## src/design/hslrgb_pkg.sv

```systemverilog
package hslrgb_pkg;

   // Fixed-point scales
   localparam logic [15:0] FULL_SCALE  = 16'hFFFF;
   localparam logic [15:0] HUE_CIRCLE  = 16'd46080;
   localparam logic [12:0] SECTOR_SPAN = 13'd7680;
   localparam logic [15:0] HALF_LEVEL  = 16'd32768;
   localparam logic [16:0] TWICE_FULL  = 17'd131070;

   // Rounding terms and the reciprocal of 15 (exact for 20-bit dividends)
   localparam logic [31:0] ROUND_Q16   = 32'd32767;
   localparam logic [28:0] ROUND_SPAN  = 29'd3840;
   localparam logic [20:0] RECIP_15    = 21'd1118482;

   // 60-degree hue sectors
   typedef enum logic [2:0] {
      SECTOR_0 = 3'd0,
      SECTOR_1 = 3'd1,
      SECTOR_2 = 3'd2,
      SECTOR_3 = 3'd3,
      SECTOR_4 = 3'd4,
      SECTOR_5 = 3'd5
   } sector_type;

   // Operands of the final channel mix
   typedef struct packed {
      sector_type  sector;
      logic [15:0] chroma;
      logic [15:0] second;
      logic [15:0] offset;
   } mix_type;

   // One RGB pixel
   typedef struct packed {
      logic [15:0] red;
      logic [15:0] green;
      logic [15:0] blue;
   } chan_type;

   // Hue at the start of a sector
   function automatic logic [15:0] sector_base(input sector_type sector);
      logic [15:0] base;
      unique case (sector)
         SECTOR_0: base = 16'd0;
         SECTOR_1: base = 16'd7680;
         SECTOR_2: base = 16'd15360;
         SECTOR_3: base = 16'd23040;
         SECTOR_4: base = 16'd30720;
         SECTOR_5: base = 16'd38400;
         default:  base = 16'd0;
      endcase
      return base;
   endfunction

endpackage

```

## src/design/hsv_hsl_to_rgb.sv

```systemverilog
// Hue/saturation/level to RGB converter with alpha pass-through.
//
// Input channel req_*: one pixel per item, tdata = {alpha_in, level,
// saturation, hue}, hue in 1/128 degree, the rest Q0.16 (65535 is 1.0).
// Result channel rsp_*: one pixel per item, tdata = {alpha_out, blue,
// green, red}. Every input item gives exactly one result item, in order.
// csr_wen/csr_wdata write the mode bit (0 HSV, 1 HSL); write it only while
// no item is in flight.
//
// The pipeline takes one item per cycle unless a stalled result holds it;
// its depth is set by the chain of two multipliers (chroma, then secondary
// component) with their rounding divides spread over stages.
// Reset clears all stage valid bits and sets mode to HSV. When the receiver
// holds rsp_tready low the result stays put and stages behind it keep
// filling any empty slot; req_tready falls once every stage holds an item.
module hsv_hsl_to_rgb
   import hslrgb_pkg::*;
(
   input  logic        clock,
   input  logic        reset,
   input  logic        csr_wen,
   input  logic        csr_wdata,
   input  logic        req_tvalid,
   output logic        req_tready,
   input  logic [63:0] req_tdata,   // hue, saturation, level, alpha_in
   output logic        rsp_tvalid,
   input  logic        rsp_tready,
   output logic [63:0] rsp_tdata    // red, green, blue, alpha_out
);

   logic        mode_ff;
   logic [7:1]  valid_ff;
   logic [7:1]  valid_in;
   logic [7:1]  stage_en;

   // Stage 1: wrapped hue, multiplicand
   logic [15:0] s1_hue_ff, s1_hue_in;
   logic [15:0] s1_mult_ff, s1_mult_in;
   logic [15:0] s1_sat_ff, s1_lev_ff, s1_alpha_ff;
   logic [15:0] req_hue, req_sat, req_lev, req_alpha;
   // Stage 2: raw chroma product, sector, ramp
   logic [31:0] s2_prod_ff, s2_prod_in;
   sector_type  s2_sector_ff, s2_sector_in;
   logic [12:0] s2_ramp_ff, s2_ramp_in;
   logic [15:0] s2_lev_ff, s2_alpha_ff;
   logic [15:0] s2_frac;
   // Stage 3: quotient estimate
   logic [31:0] s3_sum_ff, s3_sum_in;
   logic [16:0] s3_quot_ff, s3_quot_in;
   sector_type  s3_sector_ff;
   logic [12:0] s3_ramp_ff;
   logic [15:0] s3_lev_ff, s3_alpha_ff;
   logic [32:0] s3_acc;
   // Stage 4: chroma
   logic [15:0] s4_chroma_ff, s4_chroma_in;
   sector_type  s4_sector_ff;
   logic [12:0] s4_ramp_ff;
   logic [15:0] s4_lev_ff, s4_alpha_ff;
   logic [32:0] s4_rem;
   // Stage 5: scaled secondary numerator, offset
   logic [19:0] s5_num_ff, s5_num_in;
   logic [15:0] s5_offset_ff, s5_offset_in;
   logic [15:0] s5_chroma_ff, s5_alpha_ff;
   sector_type  s5_sector_ff;
   logic [28:0] s5_prod;
   // Stage 6: secondary component
   logic [15:0] s6_second_ff, s6_second_in;
   logic [15:0] s6_offset_ff, s6_chroma_ff, s6_alpha_ff;
   sector_type  s6_sector_ff;
   logic [40:0] s6_prod;
   // Stage 7: output pixel
   chan_type    s7_pixel_ff, s7_pixel_in;
   logic [15:0] s7_alpha_ff;
   mix_type     s6_mix;

   // Mode register
   always_ff @(posedge clock) begin
      if (reset) begin
         mode_ff <= 1'b0;
      end else if (csr_wen) begin
         mode_ff <= csr_wdata;
      end
   end

   // A stage loads when it is empty or its item moves on
   assign stage_en[7] = !valid_ff[7] || rsp_tready;
   assign stage_en[6] = !valid_ff[6] || stage_en[7];
   assign stage_en[5] = !valid_ff[5] || stage_en[6];
   assign stage_en[4] = !valid_ff[4] || stage_en[5];
   assign stage_en[3] = !valid_ff[3] || stage_en[4];
   assign stage_en[2] = !valid_ff[2] || stage_en[3];
   assign stage_en[1] = !valid_ff[1] || stage_en[2];
   assign req_tready  = stage_en[1];

   assign valid_in = {valid_ff[6:1], req_tvalid};

   always_ff @(posedge clock) begin
      if (reset) begin
         valid_ff <= '0;
      end else begin
         for (int i = 1; i <= 7; i++) begin
            if (stage_en[i]) valid_ff[i] <= valid_in[i];
         end
      end
   end

   // Stage 1: wrap hue, form level or tent-shaped lightness term
   assign req_hue   = req_tdata[15:0];
   assign req_sat   = req_tdata[31:16];
   assign req_lev   = req_tdata[47:32];
   assign req_alpha = req_tdata[63:48];

   assign s1_hue_in = (req_hue >= HUE_CIRCLE) ? req_hue - HUE_CIRCLE : req_hue;

   always_comb begin
      logic [16:0] twice;
      twice = {req_lev, 1'b0};
      if (!mode_ff) begin
         s1_mult_in = req_lev;
      end else if (req_lev >= HALF_LEVEL) begin
         s1_mult_in = 16'(TWICE_FULL - twice);
      end else begin
         s1_mult_in = twice[15:0];
      end
   end

   always_ff @(posedge clock) begin
      if (stage_en[1]) begin
         s1_hue_ff   <= s1_hue_in;
         s1_mult_ff  <= s1_mult_in;
         s1_sat_ff   <= req_sat;
         s1_lev_ff   <= req_lev;
         s1_alpha_ff <= req_alpha;
      end
   end

   // Stage 2: chroma product, hue sector and ramp within it
   assign s2_prod_in = s1_mult_ff * s1_sat_ff;

   always_comb begin
      if (s1_hue_ff >= sector_base(SECTOR_5))      s2_sector_in = SECTOR_5;
      else if (s1_hue_ff >= sector_base(SECTOR_4)) s2_sector_in = SECTOR_4;
      else if (s1_hue_ff >= sector_base(SECTOR_3)) s2_sector_in = SECTOR_3;
      else if (s1_hue_ff >= sector_base(SECTOR_2)) s2_sector_in = SECTOR_2;
      else if (s1_hue_ff >= sector_base(SECTOR_1)) s2_sector_in = SECTOR_1;
      else                                         s2_sector_in = SECTOR_0;
   end

   assign s2_frac    = s1_hue_ff - sector_base(s2_sector_in);
   assign s2_ramp_in = s2_sector_in[0] ? SECTOR_SPAN - s2_frac[12:0] : s2_frac[12:0];

   always_ff @(posedge clock) begin
      if (stage_en[2]) begin
         s2_prod_ff   <= s2_prod_in;
         s2_sector_ff <= s2_sector_in;
         s2_ramp_ff   <= s2_ramp_in;
         s2_lev_ff    <= s1_lev_ff;
         s2_alpha_ff  <= s1_alpha_ff;
      end
   end

   // Stage 3: round and estimate the quotient by 65535 (low by at most one)
   assign s3_sum_in  = s2_prod_ff + ROUND_Q16;
   assign s3_acc     = {1'b0, s3_sum_in} + {17'd0, s3_sum_in[31:16]};
   assign s3_quot_in = s3_acc[32:16];

   always_ff @(posedge clock) begin
      if (stage_en[3]) begin
         s3_sum_ff    <= s3_sum_in;
         s3_quot_ff   <= s3_quot_in;
         s3_sector_ff <= s2_sector_ff;
         s3_ramp_ff   <= s2_ramp_ff;
         s3_lev_ff    <= s2_lev_ff;
         s3_alpha_ff  <= s2_alpha_ff;
      end
   end

   // Stage 4: correct the estimate from the remainder
   assign s4_rem = {1'b0, s3_sum_ff} - ({s3_quot_ff, 16'd0} - {16'd0, s3_quot_ff});
   assign s4_chroma_in = s3_quot_ff[15:0] + {15'd0, (s4_rem >= {17'd0, FULL_SCALE})};

   always_ff @(posedge clock) begin
      if (stage_en[4]) begin
         s4_chroma_ff <= s4_chroma_in;
         s4_sector_ff <= s3_sector_ff;
         s4_ramp_ff   <= s3_ramp_ff;
         s4_lev_ff    <= s3_lev_ff;
         s4_alpha_ff  <= s3_alpha_ff;
      end
   end

   // Stage 5: chroma times ramp, rounded and divided by 512; offset
   assign s5_prod      = s4_chroma_ff * s4_ramp_ff + ROUND_SPAN;
   assign s5_num_in    = s5_prod[28:9];
   assign s5_offset_in = mode_ff ? s4_lev_ff - {1'b0, s4_chroma_ff[15:1]}
                                 : s4_lev_ff - s4_chroma_ff;

   always_ff @(posedge clock) begin
      if (stage_en[5]) begin
         s5_num_ff    <= s5_num_in;
         s5_offset_ff <= s5_offset_in;
         s5_chroma_ff <= s4_chroma_ff;
         s5_sector_ff <= s4_sector_ff;
         s5_alpha_ff  <= s4_alpha_ff;
      end
   end

   // Stage 6: divide by 15 through the reciprocal
   assign s6_prod      = s5_num_ff * RECIP_15;
   assign s6_second_in = s6_prod[39:24];

   always_ff @(posedge clock) begin
      if (stage_en[6]) begin
         s6_second_ff <= s6_second_in;
         s6_offset_ff <= s5_offset_ff;
         s6_chroma_ff <= s5_chroma_ff;
         s6_sector_ff <= s5_sector_ff;
         s6_alpha_ff  <= s5_alpha_ff;
      end
   end

   // Stage 7: route, add offset, clamp; this is the output register
   assign s6_mix.sector = s6_sector_ff;
   assign s6_mix.chroma = s6_chroma_ff;
   assign s6_mix.second = s6_second_ff;
   assign s6_mix.offset = s6_offset_ff;

   hslrgb_mix u_mix (
      .mix   (s6_mix),
      .pixel (s7_pixel_in)
   );

   always_ff @(posedge clock) begin
      if (stage_en[7]) begin
         s7_pixel_ff <= s7_pixel_in;
         s7_alpha_ff <= s6_alpha_ff;
      end
   end

   assign rsp_tvalid = valid_ff[7];
   assign rsp_tdata  = {s7_alpha_ff, s7_pixel_ff.blue, s7_pixel_ff.green, s7_pixel_ff.red};

endmodule

```

## src/design/hslrgb_mix.sv

```systemverilog
module hslrgb_mix
   import hslrgb_pkg::*;
(
   input  mix_type  mix,
   output chan_type pixel
);

   logic [15:0] red_comp;
   logic [15:0] green_comp;
   logic [15:0] blue_comp;
   logic [16:0] red_sum;
   logic [16:0] green_sum;
   logic [16:0] blue_sum;

   // Route chroma, secondary and zero by sector
   always_comb begin
      unique case (mix.sector)
         SECTOR_0: begin
            red_comp = mix.chroma; green_comp = mix.second; blue_comp = 16'd0;
         end
         SECTOR_1: begin
            red_comp = mix.second; green_comp = mix.chroma; blue_comp = 16'd0;
         end
         SECTOR_2: begin
            red_comp = 16'd0; green_comp = mix.chroma; blue_comp = mix.second;
         end
         SECTOR_3: begin
            red_comp = 16'd0; green_comp = mix.second; blue_comp = mix.chroma;
         end
         SECTOR_4: begin
            red_comp = mix.second; green_comp = 16'd0; blue_comp = mix.chroma;
         end
         default: begin
            red_comp = mix.chroma; green_comp = 16'd0; blue_comp = mix.second;
         end
      endcase
   end

   // Add the offset and clamp at full scale
   assign red_sum   = {1'b0, red_comp} + {1'b0, mix.offset};
   assign green_sum = {1'b0, green_comp} + {1'b0, mix.offset};
   assign blue_sum  = {1'b0, blue_comp} + {1'b0, mix.offset};

   assign pixel.red   = red_sum[16] ? FULL_SCALE : red_sum[15:0];
   assign pixel.green = green_sum[16] ? FULL_SCALE : green_sum[15:0];
   assign pixel.blue  = blue_sum[16] ? FULL_SCALE : blue_sum[15:0];

endmodule

```

## config.mk

```make
export PLATFORM = sky130hd
export DESIGN_NAME = hsv_hsl_to_rgb
export DESIGN_NICKNAME = d
export VERILOG_FILES = /design/src/design/hslrgb_pkg.sv /design/src/design/hsv_hsl_to_rgb.sv /design/src/design/hslrgb_mix.sv
export SDC_FILE = /design/constraint.sdc
export NUM_CORES = 2
export LEC_CHECK = 0
export ABC_CLOCK_PERIOD_IN_PS = 9100
export BUFFER_PORTS_ARGS = -buffer_cell sky130_fd_sc_hd__buf_4
export CORE_AREA = 5 5 274 276
export DETAILED_ROUTE_END_ITERATION = 16
export DIE_AREA = 0 0 279 281
export GPL_TIMING_DRIVEN = 0
export HOLD_SLACK_MARGIN = 0.05
export PLACE_DENSITY_LB_ADDON = 0.2
export SLEW_MARGIN = 20
export SYNTH_ARGS = -nofsm -noshare
export SYNTH_HDL_FRONTEND = slang
export SYNTH_HIERARCHICAL = 1
export SYNTH_SLANG_ARGS = --single-unit
```

## constraint.sdc

```tcl
create_clock -name clock -period 9.1 [get_ports clock]
set_clock_uncertainty 0.15 [all_clocks]
set_input_delay 0.455 -clock clock [delete_from_list [all_inputs] [get_ports clock]]
set_output_delay 0.455 -clock clock [all_outputs]
set_load 0.005 [all_outputs]
```

==> results.py <==
metrics = {
    "setup_path": {
        "rr_endpoint": "s2_prod_ff[30]$_DFFE_PP_",
        "critical_path_class": "reg -> reg",
        "critical_path.max_fanout": 10,
        "critPathSlowestCell": "a2111oi_0",
        "crit_arrival_ps": 8500,
        "crit_chain": "clkbuf_1 > nand2_1 > fa_1 > fa_1 > fa_1 > inv_1 > fa_1 > fa_1 > inv_1 > fa_1 > inv_1 > ha_1 > a21o_1 > a21oi_1 > o21ai_0 > and2_1 > a2111oi_0 > o21ai_0 > and3_1 > nor3_1 > o21bai_1 > a21oi_1 > xnor2_1",
        "critPathLaunch": "s1_mult_ff[9]$_DFFE_PP_",
        "worst-path-buf-inv": 4,
        "end_kind": "register",
        "worst_r2r_startpoint": "s1_mult_ff[9]$_DFFE_PP_",
        "r2r_slack_ps": 790,
        "slowest_delay_ps": 750,
        "cp_top_family": "adder cells",
        "start_kind": "register",
        "r2r_cells": 23,
        "path_common_cell": "fa_1",
        "crit_required_ps": 9290,
    },
    "outcome": {
        "status": "finished, final reports clean",
    },
    "die": {
        "num_rows": 99,
        "initial_core_util_pct": 60.5,
        "io_pins": 136,
        "dieWidth_um": 279,
        "die_y_um": 281,
        "die_area_sq_um": 78400,
        "core_sq_um": 72300,
    },
    "final_layout": {
        "fillers": 5410,
        "antennaDiodeCount": 0,
        "multi_input_area_sq_um": 25100,
        "finalNetCount": 5266,
        "layout-drive-gt1-share_pct": 6.56,
        "seq_area_sq_um": 15900,
        "layout-area-overhead-vs-synth_pct": 11.4,
    },
    "detailed_routing": {
        "wirelength_um": 105000,
        "drt_iter0_markers": 1934,
        "vias": 30700,
        "drc": 0,
        "avgRoutedWirePerCell_um": 19.7,
        "drtPass1Iterations": 6,
        "postRouteAntennaNets": 0,
        "viasPerCell": 5.76,
    },
    "synth": {
        "synth_area_sq_um": 43800,
        "synth_top_family_by_area": "adder cells",
        "syn-num-nets": 4994,
        "synth_flop_cell": "edfxtp_1",
        "yosys_warnings": 6,
        "synth_compound_area_share_pct": 8.89,
        "synth_cell_types": 93,
        "synth_xor_area_share_pct": 3.72,
        "synth.area.mux_share_pct": 1.02,
        "avgSynthCellArea_sq_um": 10.8,
        "synthesis.instances": 4062,
        "synth-edff-count": 523,
        "yosys.area_share.simple_pct": 12.3,
        "synthAdderAreaFrac_pct": 31.4,
        "synth-seq-cells": 531,
        "yosysSeqAreaShare_pct": 36.3,
        "async_flop_share_pct": 0,
    },
    "sta": {
        "setup-violations-final": 0,
        "setup_tns_ps": 0,
        "relSlewSlack_pct": 42.4,
        "period_share_pct": 91.4,
        "fin_crit_ps": 8310,
        "hold_violations": 0,
        "max_freq_mhz": 120,
        "rsz0062_at_grt": "no",
        "slew_violations": 0,
        "max_slew.worst_pin.slew_ps": 843,
        "hold-worst-slack_ps": 100,
    },
    "hold_path": {
        "min-delay-path-class": "in -> reg",
        "hold_end": "s1_hue_ff[15]$_DFFE_PP_",
        "worst_hold_startpoint": "req_tdata[15]",
        "min_path_cells": 2,
    },
    "cts": {
        "ctsRootBufferMaster": "clkbuf_16",
        "cts_buffers": 54,
        "ctsHtreeMaxLevel": 2,
        "cts_tree": "done",
        "insertion_delay_ps": 620,
        "max-clock-path-buffers": 3,
        "cts.clk_slew.worst_paths_ps": 70,
        "cts_sinks": 531,
        "cts_setup_buffers": 0,
    },
    "grt": {
        "grt_max_degree": 59,
        "grt_first_pass_wirelength_um": 167000,
        "antenna_found_initial": 2,
        "grt_pass1_vias": 31600,
        "gr-total-overflow": 0,
        "grt.total_usage_pct": 26.9,
    },
    "flow_run": {
        "maxCapViolCount": 0,
    },
    "placement": {
        "io_buffer_count": 134,
        "dp_hpwl_um": 81500,
        "place.gp.congestion": 0.953,
    },
}
==> sequential cells by signal, indices dropped and copies added (netlist names), 17 cells and up <==
name and cells:
rsp_tdata 48, s2_prod_ff 32, s3_sum_ff 32, s5_num_ff 20, s3_quot_ff 17
==> placed cells by master, fill, tap and decap left out, types with 12 or more instances in the layout <==
cell           synthesis  layout
a211oi_1              24      24
a21boi_0              23      23
a21o_1                62      62
a21oi_1              189     189
a221oi_1              16      16
a31oi_1               19      19
and2_1               212     212
and3_1                18      18
buf_1                 12      12
buf_4                  0     134
clkbuf_1              95      99
clkbuf_16              0      54
clkinv_1               1      14
dlygate4sd3_1          0      69
edfxtp_1             523     523
fa_1                 391     391
ha_1                 471     471
inv_1                631     628
mux2i_1               40      40
nand2_1              431     429
nand2b_1              27      27
nand3_1               63      62
nand4_1               21      21
nor2_1               175     175
nor2b_1               25      25
nor3_1                62      62
o211ai_1              12      12
o21a_1                27      27
o21ai_0               87      87
o21bai_1              16      16
o221ai_1              14      14
xnor2_1              120     120
xor2_1                66      66
==> worst register-to-register path, stage by stage, from the launching register on <==
cell       delay, ps
edfxtp_1         700
clkbuf_1         590
nand2_1          190
fa_1             520
fa_1             470
fa_1             560
inv_1             60
fa_1             510
fa_1             500
inv_1             60
fa_1             520
inv_1             50
ha_1             330
a21o_1           200
a21oi_1          290
o21ai_0          130
and2_1           170
a2111oi_0        750
o21ai_0          280
and3_1           240
nor3_1           340
o21bai_1         120
a21oi_1          200
xnor2_1          120
==> layer usage <==
metal | up-vias | track usage (%) | part of all wire [%]
met5 | - | 0 | 0
met4 | 0 | 11.6 | 4.9
met3 | 291 | 3.73 | 7.1
met2 | 1181 | 46.6 | 49
met1 | 15000 | 34.1 | 39
li1 | 14300 | - | -
==> through the flow <==
step	area [sq um]	util [%]	cells	setup slack (ps)
6_report	48700	67.4	5335	786
5_1_grt	48700	67.4	5335	444
4_1_cts	48700	67.4	5335	1060
3_5_place_dp	46200	63.9	5168	1190
3_3_place_gp	46000	63.5	5155	1140
2_1_floorplan	43800	-	4062	2420
==> worst max path at each step <==
stage,to,slack (ps),cells past startpoint
6_report,s2_prod_ff[30]$_DFFE_PP_,790,23
5_1_grt,s2_prod_ff[30]$_DFFE_PP_,440,23
3_3_place_gp,s2_prod_ff[30]$_DFFE_PP_,1140,23
3_5_place_dp,s2_prod_ff[30]$_DFFE_PP_,1190,23
2_1_floorplan,s5_num_ff[19]$_DFFE_PP_,2420,24
4_1_cts,s2_prod_ff[30]$_DFFE_PP_,1060,23
==> repair_timing <==
| action | 4_1_cts | 5_1_grt |
|---|---|---|
| hold buffers | 69 | 0 |
| hold endpoints to repair | 68 | 0 |
| resized for setup | 0 | 0 |
==> Yosys cell counts (all sizes together), types with 9 or more instances <==
library cell	number	area [sq um]
a2111oi	11	116
a211oi	25	193
a21boi	26	195
a21o	62	465
a21oi	190	955
a221oi	18	181
a31oi	20	131
and2	212	1330
and3	19	120
buf	17	76.3
clkbuf	95	357
edfxtp	523	15700
fa	391	7830
ha	471	5890
inv	631	2370
mux2i	40	400
nand2	431	1620
nand2b	27	169
nand3	67	355
nand4	21	131
nor2	178	686
nor2b	25	156
nor3	62	310
nor4	9	71.3
o2111ai	9	78.8
o211ai	12	90.1
o21a	27	203
o21ai	98	494
o21bai	16	120
o221ai	14	123
or2	9	56.3
or3	11	68.8
xnor2	120	1050
xor2	66	578
==> layout make-up <==
cell class,count,area share [%]
timing repair buffer,216,3.98
inverter,632,4.88
sequential,531,32.6
multi-input combinational,2787,51.5
tap,959,2.46
clock inverter,40,0.888
clock buffer,58,2.80
buffer,112,0.888
==> cells by family (layout without fill, tap and decap cells) <==
kind of cell | Yosys count | in the layout
AND/OR/NAND/NOR | 1106 | 1106
AO/OA/AOI/OAI | 588 | 588
multiplexers | 44 | 44
adder cells (fa/ha/maj) | 863 | 863
buffers and inverters | 744 | 1058
XOR/XNOR | 186 | 186
flip-flops | 531 | 531
Power is left out: the tool's default activity adds up to more than one toggle a clock period on the data nets, which glitch-free logic cannot reach.
